<file path="src/ptp_pkg.sv">
// ---------------------------------------------------------------------------
// ptp_pkg
// Shared types, constants and helpers for the point-to-plane accumulator.
// ---------------------------------------------------------------------------
`default_nettype none

package ptp_pkg;

   localparam int JAC_W     = 64;   // Jacobian entry and residual width
   localparam int WIDE_W    = 128;  // exact product width
   localparam int NUM_JAC   = 7;    // six Jacobian entries plus the residual
   localparam int NUM_TERMS = 27;   // 21 JTJ + 6 JTr
   localparam int IDX_W     = 5;
   localparam int JIDX_W    = 3;
   localparam int OUT_W     = 64;
   localparam int SHIFT_NC  = 12;
   localparam int SHIFT_CC  = 28;
   localparam int SHIFT_NN  = 4;

   localparam logic [IDX_W-1:0] LAST_INDEX = IDX_W'(NUM_TERMS - 1);

   // Row and column of each term; column 6 selects the residual
   localparam logic [JIDX_W-1:0] TERM_ROW [NUM_TERMS] = '{
      3'd0, 3'd0, 3'd0, 3'd0, 3'd0, 3'd0,
      3'd1, 3'd1, 3'd1, 3'd1, 3'd1,
      3'd2, 3'd2, 3'd2, 3'd2,
      3'd3, 3'd3, 3'd3,
      3'd4, 3'd4,
      3'd5,
      3'd0, 3'd1, 3'd2, 3'd3, 3'd4, 3'd5};
   localparam logic [JIDX_W-1:0] TERM_COL [NUM_TERMS] = '{
      3'd0, 3'd1, 3'd2, 3'd3, 3'd4, 3'd5,
      3'd1, 3'd2, 3'd3, 3'd4, 3'd5,
      3'd2, 3'd3, 3'd4, 3'd5,
      3'd3, 3'd4, 3'd5,
      3'd4, 3'd5,
      3'd5,
      3'd6, 3'd6, 3'd6, 3'd6, 3'd6, 3'd6};

   typedef struct packed {
      logic [NUM_JAC-1:0][JAC_W-1:0] jac;
      logic                          last;
   } jac_type;

   function automatic logic [JAC_W-1:0] sat_to_jac(input logic [WIDE_W-1:0] v);
      logic [JAC_W-1:0] r;
      if ((&v[WIDE_W-1:JAC_W-1]) || !(|v[WIDE_W-1:JAC_W-1]))
         r = v[JAC_W-1:0];
      else if (v[WIDE_W-1])
         r = {1'b1, {(JAC_W-1){1'b0}}};
      else
         r = {1'b0, {(JAC_W-1){1'b1}}};
      return r;
   endfunction

endpackage

`default_nettype wire

</file>
<file path="src/ptp_queue.sv">
// ---------------------------------------------------------------------------
// ptp_queue
// Two-entry queue of Jacobian records between front and back.
// ---------------------------------------------------------------------------
`default_nettype none

module ptp_queue
   import ptp_pkg::*;
(
   input  wire logic    clock,
   input  wire logic    reset,
   input  wire jac_type push_data,
   input  wire logic    push_valid,
   output logic         full,
   output jac_type      pop_data,
   output logic         pop_valid,
   input  wire logic    pop
);
   jac_type    mem_ff [2];
   logic       wr_ff;
   logic       rd_ff;
   logic [1:0] count_ff;
   logic       do_push;
   logic       do_pop;

   assign full      = (count_ff == 2'd2);
   assign pop_valid = (count_ff != 2'd0);
   assign pop_data  = mem_ff[rd_ff];
   assign do_push   = push_valid && !full;
   assign do_pop    = pop && pop_valid;

   always_ff @(posedge clock) begin
      if (reset) begin
         wr_ff    <= 1'b0;
         rd_ff    <= 1'b0;
         count_ff <= '0;
      end else begin
         if (do_push) begin
            mem_ff[wr_ff] <= push_data;
            wr_ff         <= ~wr_ff;
         end
         if (do_pop) rd_ff <= ~rd_ff;
         if (do_push && !do_pop)
            count_ff <= count_ff + 2'd1;
         else if (!do_push && do_pop)
            count_ff <= count_ff - 2'd1;
      end
   end

endmodule

`default_nettype wire

</file>
<file path="config.mk">
export PLATFORM = sky130hd
export DESIGN_NAME = ptp_queue
export DESIGN_NICKNAME = d
export VERILOG_FILES = /design/src/ptp_pkg.sv /design/src/ptp_queue.sv
export SDC_FILE = /design/constraint.sdc
export NUM_CORES = 1
export LEC_CHECK = 0
export BUFFER_PORTS_ARGS = -buffer_cell sky130_fd_sc_hd__buf_2
export CORE_AREA = 5 5 351 353
export CTS_CLUSTER_DIAMETER = 50
export CTS_CLUSTER_SIZE = 16
export DETAILED_ROUTE_END_ITERATION = 8
export DIE_AREA = 0 0 356 358
export PLACE_DENSITY = 0.47
export SLEW_MARGIN = 5
export SYNTH_ARGS = -nofsm -noshare
export SYNTH_HDL_FRONTEND = slang
export SYNTH_SLANG_ARGS = --single-unit
</file>
<file path="constraint.sdc">
create_clock -name clock -period 37.7 [get_ports clock]
set_input_delay 0 -clock clock [delete_from_list [all_inputs] [get_ports clock]]
set_output_delay 0 -clock clock [all_outputs]
set_load 0.005 [all_outputs]
</file>
==> flow_metrics.tcl <==
set metrics [dict create \
    p_seq_share_pct 43.6 \
    setup_viol 0 \
    leakagePower_nw 17.6 \
    drcViolationCount 0 \
    synth_area_per_cell_sq_um 23.0 \
    post_cts_buffers 0 \
    gp_congestion 0.788 \
    die_area_sq_um 127000 \
    hold_path_depth 2 \
    worstSetupEndpointType "output pin" \
    grt_pass1_wl_um 129000 \
    nets 3386 \
    netlist_instances 1423 \
    io_buffers 903 \
    ios 904 \
    sw_frac_of_total_pct 25.6 \
    drt_iter0_drc 929 \
    switching_power_w 0.000717 \
    antenna_found_initial 4 \
    critPathBufInv 4 \
    cp.required_ps 37700 \
    reg2reg_from "count_ff[0]" \
    layout_min_cycle_time_ps 4950 \
    yosysSeqAreaShare_pct 82.5 \
    finalHoldViolCount 0 \
    layout-drive-gt1-share_pct 51.2 \
    p_clk_share_pct 36.3 \
    cts.reportedPaths.clkPinSlew_ps 60 \
    holdPathEnd "mem_ff[1][399]" \
    die_y_um 358 \
    crit_type "reg2out" \
    cts_tree "built" \
    slowest_stage "dfxtp_4" \
    fin_worst_skew_ps 31.1 \
    power_density_nw_per_um2 58.5 \
    reg2reg_slack_ps 32780 \
    arrival_ps 4950 \
    cp_top_family "buffers and inverters" \
    tightest_slew_ps 1160 \
    cts_buffer_depth 3 \
    grt_overflow 0 \
    synth.distinct_cells 17 \
    hpwlAfterDp_um 60700 \
    slew_headroom_pct 22.7 \
    drt-pass1-iter-count 4 \
    combPwrFrac_pct 20.1 \
    slew_violations 0 \
    grt_pass1_vias 21192 \
    timing.fmax_mhz 202 \
    core-area_sq_um 119000 \
    max-cap-violations 0 \
    num_vias 19072 \
    ant_nets 0 \
    cts.sinks 903 \
    syn_nets 1877 \
    r2r_cells 7 \
    regToRegEndpoint "mem_ff[0][134]" \
    rsz0062_at_grt "no" \
    clk_latency_ps 660 \
    cts_made_buffers 100 \
    critPathMostFrequentCell "buf_4" \
    grt_max_degree 156 \
    start_kind "flip-flop" \
    viasPerCell 4.12 \
    yosysWarnings 0 \
    synth_area_sq_um 32800 \
    fp-row-count 127 \
    die_w_um 356 \
    power_w 0.00280 \
    drt-total-wl_um 89200 \
    min_from "push_data[399]" \
    fin_tns_setup_ps 0 \
    avgRoutedWirePerCell_um 19.3 \
    areaGrowthSynthToFinish_pct 45.8 \
    initial_utilization_pct 27.4 \
    min_path_type "in2reg" \
    peakVddDrop_mv 0.0401 \
    outcome "finished, final reports clean" \
    cp_max_fo 81 \
    cts_root_buf "clkbuf_16" \
    grtUsageTotal_pct 13.2 \
    cts_resized 0 \
    path_cells "buf_4 > buf_4 > buf_4 > mux2_2 > buf_2" \
    cellInternalPower_w 0.00208 \
    cts_max_level 3 \
    synth-seq-cells 903 \
    max_stage_delay_ps 1100 \
    finalCritPeriodShare_pct 13.1 \
]
[worst reg2reg max path: cells and delay by family (launching register included)]
kind	cells	cell delay, ps
buf+inv	4	3530
simple gates	3	520
flops	1	410
[power groups by stage]
stage	Sequential [W]	Clock (W)	Combinational [W]
5_1_grt	0.00123	0.00109	0.000608
2_1_floorplan	0.00132	0	0.000314
4_1_cts	0.00122	0.00105	0.000578
6_report	0.00122	0.00102	0.000562
3_3_place_gp	0.00124	0	0.000524
3_5_place_dp	0.00124	0	0.000527
[per-stage QoR]
step | util [%] | instance area, sq um | setup WS, ps | hold WS (ps) | instances
final | 40.0 | 47800 | 32750 | 72.9 | 4630
after global routing | 40.0 | 47800 | 32330 | 9.73 | 4628
after CTS | 40.0 | 47800 | 32520 | 0.00150 | 4626
after detailed placement | 32.6 | 39000 | 32710 | 191 | 3907
after global placement | 32.6 | 39000 | 32860 | 187 | 3907
after floorplan | - | 32800 | 2900 | 69.1 | 1423
[sequential cells by signal, indices dropped and copies added, names as in the netlist, named ones only]
register  flops
mem_ff      898
wr_ff         1
rd_ff         1
count_ff      2
[cell usage after synthesis (all sizes together)]
cell type  count  area, sq um
dfxtp          5          100
inv            2         7.51
nand2b         1         6.26
a21oi          2         10.0
nor3b          1         7.51
buf           50          544
mux2         449         5060
xor2           3         26.3
or3            2         12.5
ha             1         12.5
nor2b          1         6.26
edfxtp       898        27000
nor3           1         5.00
or2            1         6.26
nor2           3         11.3
o21ai          3         15.0
[kinds of logic (layout without fill, tap and decap cells)]
kind of cell	count (synthesis)	count (layout)	synth area share (%)
DFF	903	903	82.5
muxes	449	449	15.4
buffers and inverters	52	1643	1.68
and+or+nand+nor	10	10	0.168
AOI/OAI and AO/OA	5	5	0.0763
xor gates and xnor gates	3	3	0.0801
adders and majority gates	1	1	0.0381
other	0	4	0
[worst max path at each step]
| stage | end | slack, ps | cells past startpoint |
|---|---|---|---|
| after detailed placement | mem_ff[0][171] | 32710 | 7 |
| after CTS | pop_data[151] | 32520 | 5 |
| after global routing | pop_data[206] | 32330 | 5 |
| after floorplan | mem_ff[1][0] | 2900 | 3 |
| after global placement | mem_ff[0][200] | 32860 | 7 |
| final | pop_data[167] | 32750 | 5 |
[timing repair]
| item | CTS | global route |
|---|---|---|
| endpoints found under the hold margin | 903 | 0 |
| hold buffers | 535 | 0 |
| setup endpoints to repair | 0 | 0 |
[layer usage]
| layer | up-vias | global-route usage [%] | part of all wire, % |
|---|---|---|---|
| li1 | 8772 | - | - |
| met1 | 9426 | 14.2 | 36 |
| met2 | 707 | 23.7 | 51 |
| met3 | 165 | 5.29 | 9.5 |
| met4 | 2 | 4.44 | 3.1 |
| met5 | - | 0 | 0.0078 |
[cell type report]
type                            instances  area, sq um
Antenna cell                            4         10.0
Clock buffer                          105         2530
Clock inverter                         79          960
Fill cell                           11037        71700
Inverter                                2         7.51
Multi-Input combinational cell        468         5180
Sequential cell                       903        27100
Tap cell                             1612         2020
Timing Repair Buffer                 1457        10000
[placed cells by master (no fill, tap or decap)]
cell type      Yosys  layout
nor2b_1            1       1
or2_2              1       1
inv_16             0       1
buf_12             0       1
xor2_1             3       3
o21ai_0            3       3
or3_1              2       2
clkinvlp_4         0       6
edfxtp_1         898     898
dlygate4sd3_1      0     535
clkbuf_8           0       1
inv_1              2       2
inv_8              0       7
clkbuf_1           0       4
dfxtp_4            0       1
buf_2              3     903
clkinv_2           0      10
diode_2            0       4
a21oi_1            2       2
nand2b_1           1       1
nor2_1             3       3
inv_6              0      11
buf_4              0      18
clkinv_8           0       4
dfxtp_1            5       4
clkinv_1           0      13
clkbuf_16          0     100
nor3b_2            0       1
ha_1               1       1
mux2_2           449     449
clkinv_4           0      12
bufinv_16          0      15
nor3_2             0       1
Note: power is estimated with default switching activity, not from simulation.
