==> src/ptp_pkg.sv <==
// ---------------------------------------------------------------------------
// ptp_pkg
// Shared types, constants and helpers for the point-to-plane accumulator.
// ---------------------------------------------------------------------------
`default_nettype none

package ptp_pkg;

   localparam int JAC_W     = 64;   // Jacobian entry and residual width
   localparam int WIDE_W    = 128;  // exact product width
   localparam int NUM_JAC   = 7;    // six Jacobian entries plus the residual
   localparam int NUM_TERMS = 27;   // 21 JTJ + 6 JTr
   localparam int IDX_W     = 5;
   localparam int JIDX_W    = 3;
   localparam int OUT_W     = 64;
   localparam int SHIFT_NC  = 12;
   localparam int SHIFT_CC  = 28;
   localparam int SHIFT_NN  = 4;

   localparam logic [IDX_W-1:0] LAST_INDEX = IDX_W'(NUM_TERMS - 1);

   // Row and column of each term; column 6 selects the residual
   localparam logic [JIDX_W-1:0] TERM_ROW [NUM_TERMS] = '{
      3'd0, 3'd0, 3'd0, 3'd0, 3'd0, 3'd0,
      3'd1, 3'd1, 3'd1, 3'd1, 3'd1,
      3'd2, 3'd2, 3'd2, 3'd2,
      3'd3, 3'd3, 3'd3,
      3'd4, 3'd4,
      3'd5,
      3'd0, 3'd1, 3'd2, 3'd3, 3'd4, 3'd5};
   localparam logic [JIDX_W-1:0] TERM_COL [NUM_TERMS] = '{
      3'd0, 3'd1, 3'd2, 3'd3, 3'd4, 3'd5,
      3'd1, 3'd2, 3'd3, 3'd4, 3'd5,
      3'd2, 3'd3, 3'd4, 3'd5,
      3'd3, 3'd4, 3'd5,
      3'd4, 3'd5,
      3'd5,
      3'd6, 3'd6, 3'd6, 3'd6, 3'd6, 3'd6};

   typedef struct packed {
      logic [NUM_JAC-1:0][JAC_W-1:0] jac;
      logic                          last;
   } jac_type;

   function automatic logic [JAC_W-1:0] sat_to_jac(input logic [WIDE_W-1:0] v);
      logic [JAC_W-1:0] r;
      if ((&v[WIDE_W-1:JAC_W-1]) || !(|v[WIDE_W-1:JAC_W-1]))
         r = v[JAC_W-1:0];
      else if (v[WIDE_W-1])
         r = {1'b1, {(JAC_W-1){1'b0}}};
      else
         r = {1'b0, {(JAC_W-1){1'b1}}};
      return r;
   endfunction

endpackage

`default_nettype wire

==> src/ptp_if.sv <==
// ---------------------------------------------------------------------------
// ptp_req_if / ptp_rsp_if
// Valid/ready channels for correspondences and for emitted sums.
// ---------------------------------------------------------------------------
`default_nettype none

interface ptp_req_if #(
   parameter int COORD_WIDTH  = 32,
   parameter int NORMAL_WIDTH = 16
);
   logic                           valid;
   logic                           ready;
   logic signed [COORD_WIDTH-1:0]  source_x;
   logic signed [COORD_WIDTH-1:0]  source_y;
   logic signed [COORD_WIDTH-1:0]  source_z;
   logic signed [COORD_WIDTH-1:0]  target_x;
   logic signed [COORD_WIDTH-1:0]  target_y;
   logic signed [COORD_WIDTH-1:0]  target_z;
   logic signed [NORMAL_WIDTH-1:0] normal_x;
   logic signed [NORMAL_WIDTH-1:0] normal_y;
   logic signed [NORMAL_WIDTH-1:0] normal_z;
   logic                           last_item;

   modport source (output valid, source_x, source_y, source_z, target_x, target_y,
                   target_z, normal_x, normal_y, normal_z, last_item, input ready);
   modport sink (input valid, source_x, source_y, source_z, target_x, target_y,
                 target_z, normal_x, normal_y, normal_z, last_item, output ready);
endinterface


`default_nettype wire

==> src/ptp_front.sv <==
// ---------------------------------------------------------------------------
// ptp_front
// Takes a request, forms p x n and the residual with one shared multiplier.
// ---------------------------------------------------------------------------
`default_nettype none

module ptp_front
   import ptp_pkg::*;
#(
   parameter int COORD_WIDTH  = 32,
   parameter int NORMAL_WIDTH = 16
) (
   input  wire logic clock,
   input  wire logic reset,
   ptp_req_if.sink   req,
   output jac_type   push_data,
   output logic      push_valid,
   input  wire logic queue_full
);
   localparam int DW = COORD_WIDTH + 1;
   localparam int PW = DW + NORMAL_WIDTH;
   localparam int SW = PW + 2;

   typedef enum logic [1:0] {F_IDLE, F_MUL, F_DRAIN, F_PUSH} state_type;

   state_type                      state_ff;
   logic signed [COORD_WIDTH-1:0]  p_ff [3];
   logic signed [DW-1:0]           d_ff [3];
   logic signed [NORMAL_WIDTH-1:0] n_ff [3];
   logic                           last_ff;
   logic [3:0]                     step_ff;
   logic [3:0]                     pstep_ff;
   logic                           pvalid_ff;
   logic signed [PW-1:0]           prod_ff;
   logic signed [SW-1:0]           cross_ff [3];
   logic signed [SW-1:0]           res_ff;

   logic signed [DW-1:0]           mul_a;
   logic signed [NORMAL_WIDTH-1:0] mul_b;

   assign req.ready = (state_ff == F_IDLE);

   always_comb begin
      case (step_ff)
         4'd0:    begin mul_a = DW'(p_ff[1]); mul_b = n_ff[2]; end
         4'd1:    begin mul_a = DW'(p_ff[2]); mul_b = n_ff[1]; end
         4'd2:    begin mul_a = DW'(p_ff[2]); mul_b = n_ff[0]; end
         4'd3:    begin mul_a = DW'(p_ff[0]); mul_b = n_ff[2]; end
         4'd4:    begin mul_a = DW'(p_ff[0]); mul_b = n_ff[1]; end
         4'd5:    begin mul_a = DW'(p_ff[1]); mul_b = n_ff[0]; end
         4'd6:    begin mul_a = d_ff[0];      mul_b = n_ff[0]; end
         4'd7:    begin mul_a = d_ff[1];      mul_b = n_ff[1]; end
         default: begin mul_a = d_ff[2];      mul_b = n_ff[2]; end
      endcase
   end

   always_comb begin
      push_valid = (state_ff == F_PUSH);
      for (int i = 0; i < 3; i++) begin
         push_data.jac[i]     = JAC_W'(n_ff[i]);
         push_data.jac[3 + i] = sat_to_jac(WIDE_W'(cross_ff[i]));
      end
      push_data.jac[6] = sat_to_jac(WIDE_W'(res_ff));
      push_data.last   = last_ff;
   end

   always_ff @(posedge clock) begin
      if (reset) begin
         state_ff  <= F_IDLE;
         pvalid_ff <= 1'b0;
         step_ff   <= '0;
      end else begin
         pvalid_ff <= (state_ff == F_MUL);
         unique case (state_ff)
            F_IDLE: begin
               if (req.valid) begin
                  p_ff[0]     <= req.source_x;
                  p_ff[1]     <= req.source_y;
                  p_ff[2]     <= req.source_z;
                  d_ff[0]     <= DW'(req.source_x) - DW'(req.target_x);
                  d_ff[1]     <= DW'(req.source_y) - DW'(req.target_y);
                  d_ff[2]     <= DW'(req.source_z) - DW'(req.target_z);
                  n_ff[0]     <= req.normal_x;
                  n_ff[1]     <= req.normal_y;
                  n_ff[2]     <= req.normal_z;
                  last_ff     <= req.last_item;
                  cross_ff[0] <= '0;
                  cross_ff[1] <= '0;
                  cross_ff[2] <= '0;
                  res_ff      <= '0;
                  step_ff     <= '0;
                  state_ff    <= F_MUL;
               end
            end
            F_MUL: begin
               prod_ff   <= PW'(mul_a) * PW'(mul_b);
               pstep_ff  <= step_ff;
               if (step_ff == 4'd8)
                  state_ff <= F_DRAIN;
               else
                  step_ff <= step_ff + 4'd1;
            end
            F_DRAIN: state_ff <= F_PUSH;
            F_PUSH:  if (!queue_full) state_ff <= F_IDLE;
            default: state_ff <= F_IDLE;
         endcase

         // accumulate the product issued in the previous cycle
         if (pvalid_ff) begin
            case (pstep_ff)
               4'd0:    cross_ff[0] <= cross_ff[0] + SW'(prod_ff);
               4'd1:    cross_ff[0] <= cross_ff[0] - SW'(prod_ff);
               4'd2:    cross_ff[1] <= cross_ff[1] + SW'(prod_ff);
               4'd3:    cross_ff[1] <= cross_ff[1] - SW'(prod_ff);
               4'd4:    cross_ff[2] <= cross_ff[2] + SW'(prod_ff);
               4'd5:    cross_ff[2] <= cross_ff[2] - SW'(prod_ff);
               default: res_ff      <= res_ff + SW'(prod_ff);
            endcase
         end
      end
   end

endmodule

`default_nettype wire

==> src/flat_wrapper.sv <==
// flat-port wrapper written by rule: the top's interface ports become plain ports
module ptp_front_flat import ptp_pkg::*;
#(
   parameter int COORD_WIDTH  = 32,
   parameter int NORMAL_WIDTH = 16
)
  (clock, reset, push_data, push_valid, queue_full, req_valid, req_source_x, req_source_y, req_source_z, req_target_x, req_target_y, req_target_z, req_normal_x, req_normal_y, req_normal_z, req_last_item, req_ready);
  ptp_req_if #(.COORD_WIDTH(COORD_WIDTH), .NORMAL_WIDTH(NORMAL_WIDTH)) req_i ();
  input  wire logic clock;
  input  wire logic reset;
  output jac_type push_data;
  output logic push_valid;
  input  wire logic queue_full;
  input wire logic [$bits(req_i.valid)-1:0] req_valid;
  input wire logic [$bits(req_i.source_x)-1:0] req_source_x;
  input wire logic [$bits(req_i.source_y)-1:0] req_source_y;
  input wire logic [$bits(req_i.source_z)-1:0] req_source_z;
  input wire logic [$bits(req_i.target_x)-1:0] req_target_x;
  input wire logic [$bits(req_i.target_y)-1:0] req_target_y;
  input wire logic [$bits(req_i.target_z)-1:0] req_target_z;
  input wire logic [$bits(req_i.normal_x)-1:0] req_normal_x;
  input wire logic [$bits(req_i.normal_y)-1:0] req_normal_y;
  input wire logic [$bits(req_i.normal_z)-1:0] req_normal_z;
  input wire logic [$bits(req_i.last_item)-1:0] req_last_item;
  output wire logic [$bits(req_i.ready)-1:0] req_ready;
  assign req_i.valid = req_valid;
  assign req_i.source_x = req_source_x;
  assign req_i.source_y = req_source_y;
  assign req_i.source_z = req_source_z;
  assign req_i.target_x = req_target_x;
  assign req_i.target_y = req_target_y;
  assign req_i.target_z = req_target_z;
  assign req_i.normal_x = req_normal_x;
  assign req_i.normal_y = req_normal_y;
  assign req_i.normal_z = req_normal_z;
  assign req_i.last_item = req_last_item;
  assign req_ready = req_i.ready;
  ptp_front #(.COORD_WIDTH(COORD_WIDTH), .NORMAL_WIDTH(NORMAL_WIDTH)) u_core (.clock(clock), .reset(reset), .req(req_i), .push_data(push_data), .push_valid(push_valid), .queue_full(queue_full));
endmodule
==> config.mk <==
export PLATFORM = sky130hd
export DESIGN_NAME = ptp_front_flat
export DESIGN_NICKNAME = d
export VERILOG_FILES = /design/src/ptp_pkg.sv /design/src/ptp_if.sv /design/src/ptp_front.sv /design/src/flat_wrapper.sv
export SDC_FILE = /design/constraint.sdc
export NUM_CORES = 2
export LEC_CHECK = 0
export BUFFER_PORTS_ARGS = -buffer_cell sky130_fd_sc_hd__buf_4
export CAP_MARGIN = 20
export CORE_UTILIZATION = 61
export CTS_CLUSTER_SIZE = 40
export DETAILED_ROUTE_END_ITERATION = 10
export PLACE_DENSITY = 0.8
export REMOVE_ABC_BUFFERS = 1
export SLEW_MARGIN = 5
export SYNTH_ARGS = -nofsm -noshare
export SYNTH_HDL_FRONTEND = slang
export SYNTH_SLANG_ARGS = --single-unit
==> constraint.sdc <==
create_clock -name clock -period 16 [get_ports clock]
set_input_delay 1.6 -clock clock [delete_from_list [all_inputs] [get_ports clock]]
set_output_delay 1.6 -clock clock [all_outputs]
set_load 0.005 [all_outputs]
==> impl_metrics.json <==
{
  "status": "finished clean",
  "rsz0062_at_grt": "no",
  "first_pass_iters": 9,
  "slew_headroom": 0.09125,
  "r2r_end": "u_core.prod_ff[47]",
  "globalRouteOverflowTotal": 0,
  "dp_hpwl_um": 137900,
  "grt_pass1_vias": 47170,
  "clkTransAtPathRegs_ns": 0.06,
  "final_cell_mix": "inv_1 (830), buf_4 (745), nor2_1 (698)",
  "initial_utilization": 0.6154,
  "hold_viol_final": 0,
  "syn_area_um2": 57440,
  "cts_tree": "yes",
  "via_per_inst": 6.012,
  "die_height_um": 308.9,
  "synth-seq-cells": 508,
  "synthFlopType": "edfxtp_1",
  "num_rows": 112,
  "cts.path.max_buffers": 3,
  "antenna_found_initial": 7,
  "fmax_mhz": 106.1,
  "wl_um": 172900,
  "cts_buffers": 60,
  "required_ns": 16.43,
  "async_flop_share": 0,
  "synth_cell_types": 108,
  "end_kind": "flip-flop",
  "wl_per_cell_um": 21.62,
  "ys.warnings.count": 0,
  "grt_max_degree": 178,
  "via_count": 48080,
  "r2r_cells": 31,
  "grt_first_pass_wirelength_um": 261700,
  "grt_use_total": 0.3559,
  "cap_violations": 0,
  "final_common_cell": "inv_1",
  "final_nets": 7913,
  "worst_ep_arrival_time_ns": 9.85,
  "synth_edf_count": 501,
  "slew_viol_final": 0,
  "place.gp.congestion": 1.003,
  "hp-class": "flip-flop to flip-flop",
  "crit_path_max_fanout": 30,
  "worstSkewPairLatency_ns": 0.70,
  "min_from": "u_core.state_ff[0]",
  "die_area_um2": 95390,
  "nFillCells": 7461,
  "final.setup.tns_ns": 0,
  "core_um2": 93330,
  "clockRootBuffer": "clkbuf_16",
  "reg2reg_from": "u_core.step_ff[0]",
  "setup_viol": 0,
  "fin_skew_ns": 0.04420,
  "drtIter0Drc": 4865,
  "area_growth_pct": 12.40,
  "cp_common_cell": "fa_1",
  "crit_type": "flip-flop to flip-flop",
  "synth-seq-area-share": 0.2644,
  "layout-drive-gt1-share": 0.1380,
  "fin_crit_sh": 0.5891,
  "max_stage_delay_ns": 0.81,
  "crit_path_top_delay_cell": "nor2_1",
  "hold_buffers": 0,
  "fin_crit_ns": 9.426,
  "ant_nets": 0,
  "clock_sinks": 508,
  "min_path_cells": 2,
  "drc": 0,
  "fin_util": 0.6917,
  "portBuffers": 695,
  "synth_cells": 6295,
  "start_kind": "flip-flop",
  "cts_setup_buffers": 0,
  "worst-slew-pin-transition_ns": 1.363,
  "ios": 696,
  "rrSetupSlack_ns": 6.57,
  "post_cts_resized": 0,
  "worstHoldEndpoint": "u_core.state_ff[0]",
  "cts_max_level": 2,
  "syn_avg_cell_area_um2": 9.124,
  "die_x_um": 308.9
}
## metal layers
layer,part of all wire,GRT usage
met4,0.057,0.1862
met3,0.092,0.06687
met2,0.47,0.5956
met1,0.38,0.4382
met5,0.00024,0
## synthesized netlist by cell type, types with 47 or more instances
| cell | instances | area, µm² |
|---|---|---|
| nand3_1 | 109 | 545.5 |
| o21bai_1 | 47 | 352.8 |
| inv_1 | 831 | 3119 |
| ha_1 | 471 | 5893 |
| buf_4 | 197 | 1479 |
| a211oi_1 | 53 | 397.9 |
| edfxtp_1 | 501 | 15040 |
| a21oi_1 | 334 | 1672 |
| a21o_1 | 179 | 1344 |
| nor2b_1 | 60 | 375.4 |
| clkbuf_1 | 190 | 713.2 |
| nor3_1 | 71 | 355.3 |
| fa_1 | 508 | 10170 |
| xnor2_1 | 292 | 2557 |
| xor2_1 | 103 | 902.1 |
| o21ai_0 | 256 | 1281 |
| nand2_1 | 562 | 2110 |
| o21a_1 | 50 | 375.4 |
| nor2_1 | 704 | 2643 |
| nand2b_1 | 62 | 387.9 |
| nand4_1 | 74 | 462.9 |
## logic make-up (layout without fill, tap and decap cells)
family | count (synthesis) | count (layout) | share of synthesized area
xor gates and xnor gates | 395 | 395 | 0.06023
buffers and inverters | 1247 | 1692 | 0.09474
adders and majority gates | 979 | 979 | 0.2797
and+or+nand+nor | 1864 | 1864 | 0.1479
muxes | 16 | 16 | 0.002810
AOI/OAI and AO/OA | 1286 | 1286 | 0.1503
other | 0 | 4 | 0
DFF | 508 | 508 | 0.2644
## registers in the layout, summed over array words and instances (netlist names)
register,count
u_core.last_ff,1
u_core.n_ff,48
u_core.pvalid_ff,1
u_core.d_ff,99
u_core.cross_ff,153
u_core.p_ff,96
u_core.state_ff,2
u_core.res_ff,51
u_core.step_ff,4
u_core.pstep_ff,4
u_core.prod_ff,49
## worst max-delay path by stage
stage	startpoint	end	slack, ns	cells after the start
after floorplan	req_valid	u_core.d_ff[0][0]	2.49	2
after global placement	u_core.step_ff[0]	u_core.prod_ff[46]	6.97	31
after detailed placement	u_core.step_ff[0]	u_core.prod_ff[46]	6.67	31
after CTS	u_core.step_ff[0]	u_core.prod_ff[47]	6.69	31
after global routing	u_core.step_ff[0]	u_core.prod_ff[47]	6.05	31
final	u_core.step_ff[0]	u_core.prod_ff[47]	6.57	31
## metrics by stage
stage          hold slack (ns)  setup slack [ns]  cell area [µm²]  cells
2_1_floorplan           0.4945             2.494            55120   5881
3_3_place_gp            0.5233             6.971            62450   7881
3_5_place_dp            0.5438             6.667            62450   7881
4_1_cts                 0.5542             6.685            64550   7994
5_1_grt                 0.5696             6.053            64550   7996
6_report                0.5548             6.574            64560   7998
## area by class of cell
| type | count | area [µm²] | share of cell area |
|---|---|---|---|
| well taps | 1254 | 1569 | 0.02430 |
| flip-flops and latches | 508 | 15180 | 0.2352 |
| clock inverters | 48 | 581.8 | 0.009012 |
| multi-input cells | 4540 | 36950 | 0.5724 |
| inverters | 833 | 3127 | 0.04843 |
| clock buffers | 65 | 1520 | 0.02355 |
| repair buffers | 746 | 5613 | 0.08694 |
| diodes | 4 | 10.01 | 0.0001550 |
## worst max-delay path: cells and delay by family, from the launching register on
kind	cells	cell delay (ns)
xor+xnor	1	0.15
fa+ha+maj	8	3.62
compound gates	11	2.41
simple gates	5	1.57
flops	1	0.45
buf+inv	6	0.92
Power is not shown: default switching activity piles up to over one toggle a cycle in this logic, so the estimate is an artifact.
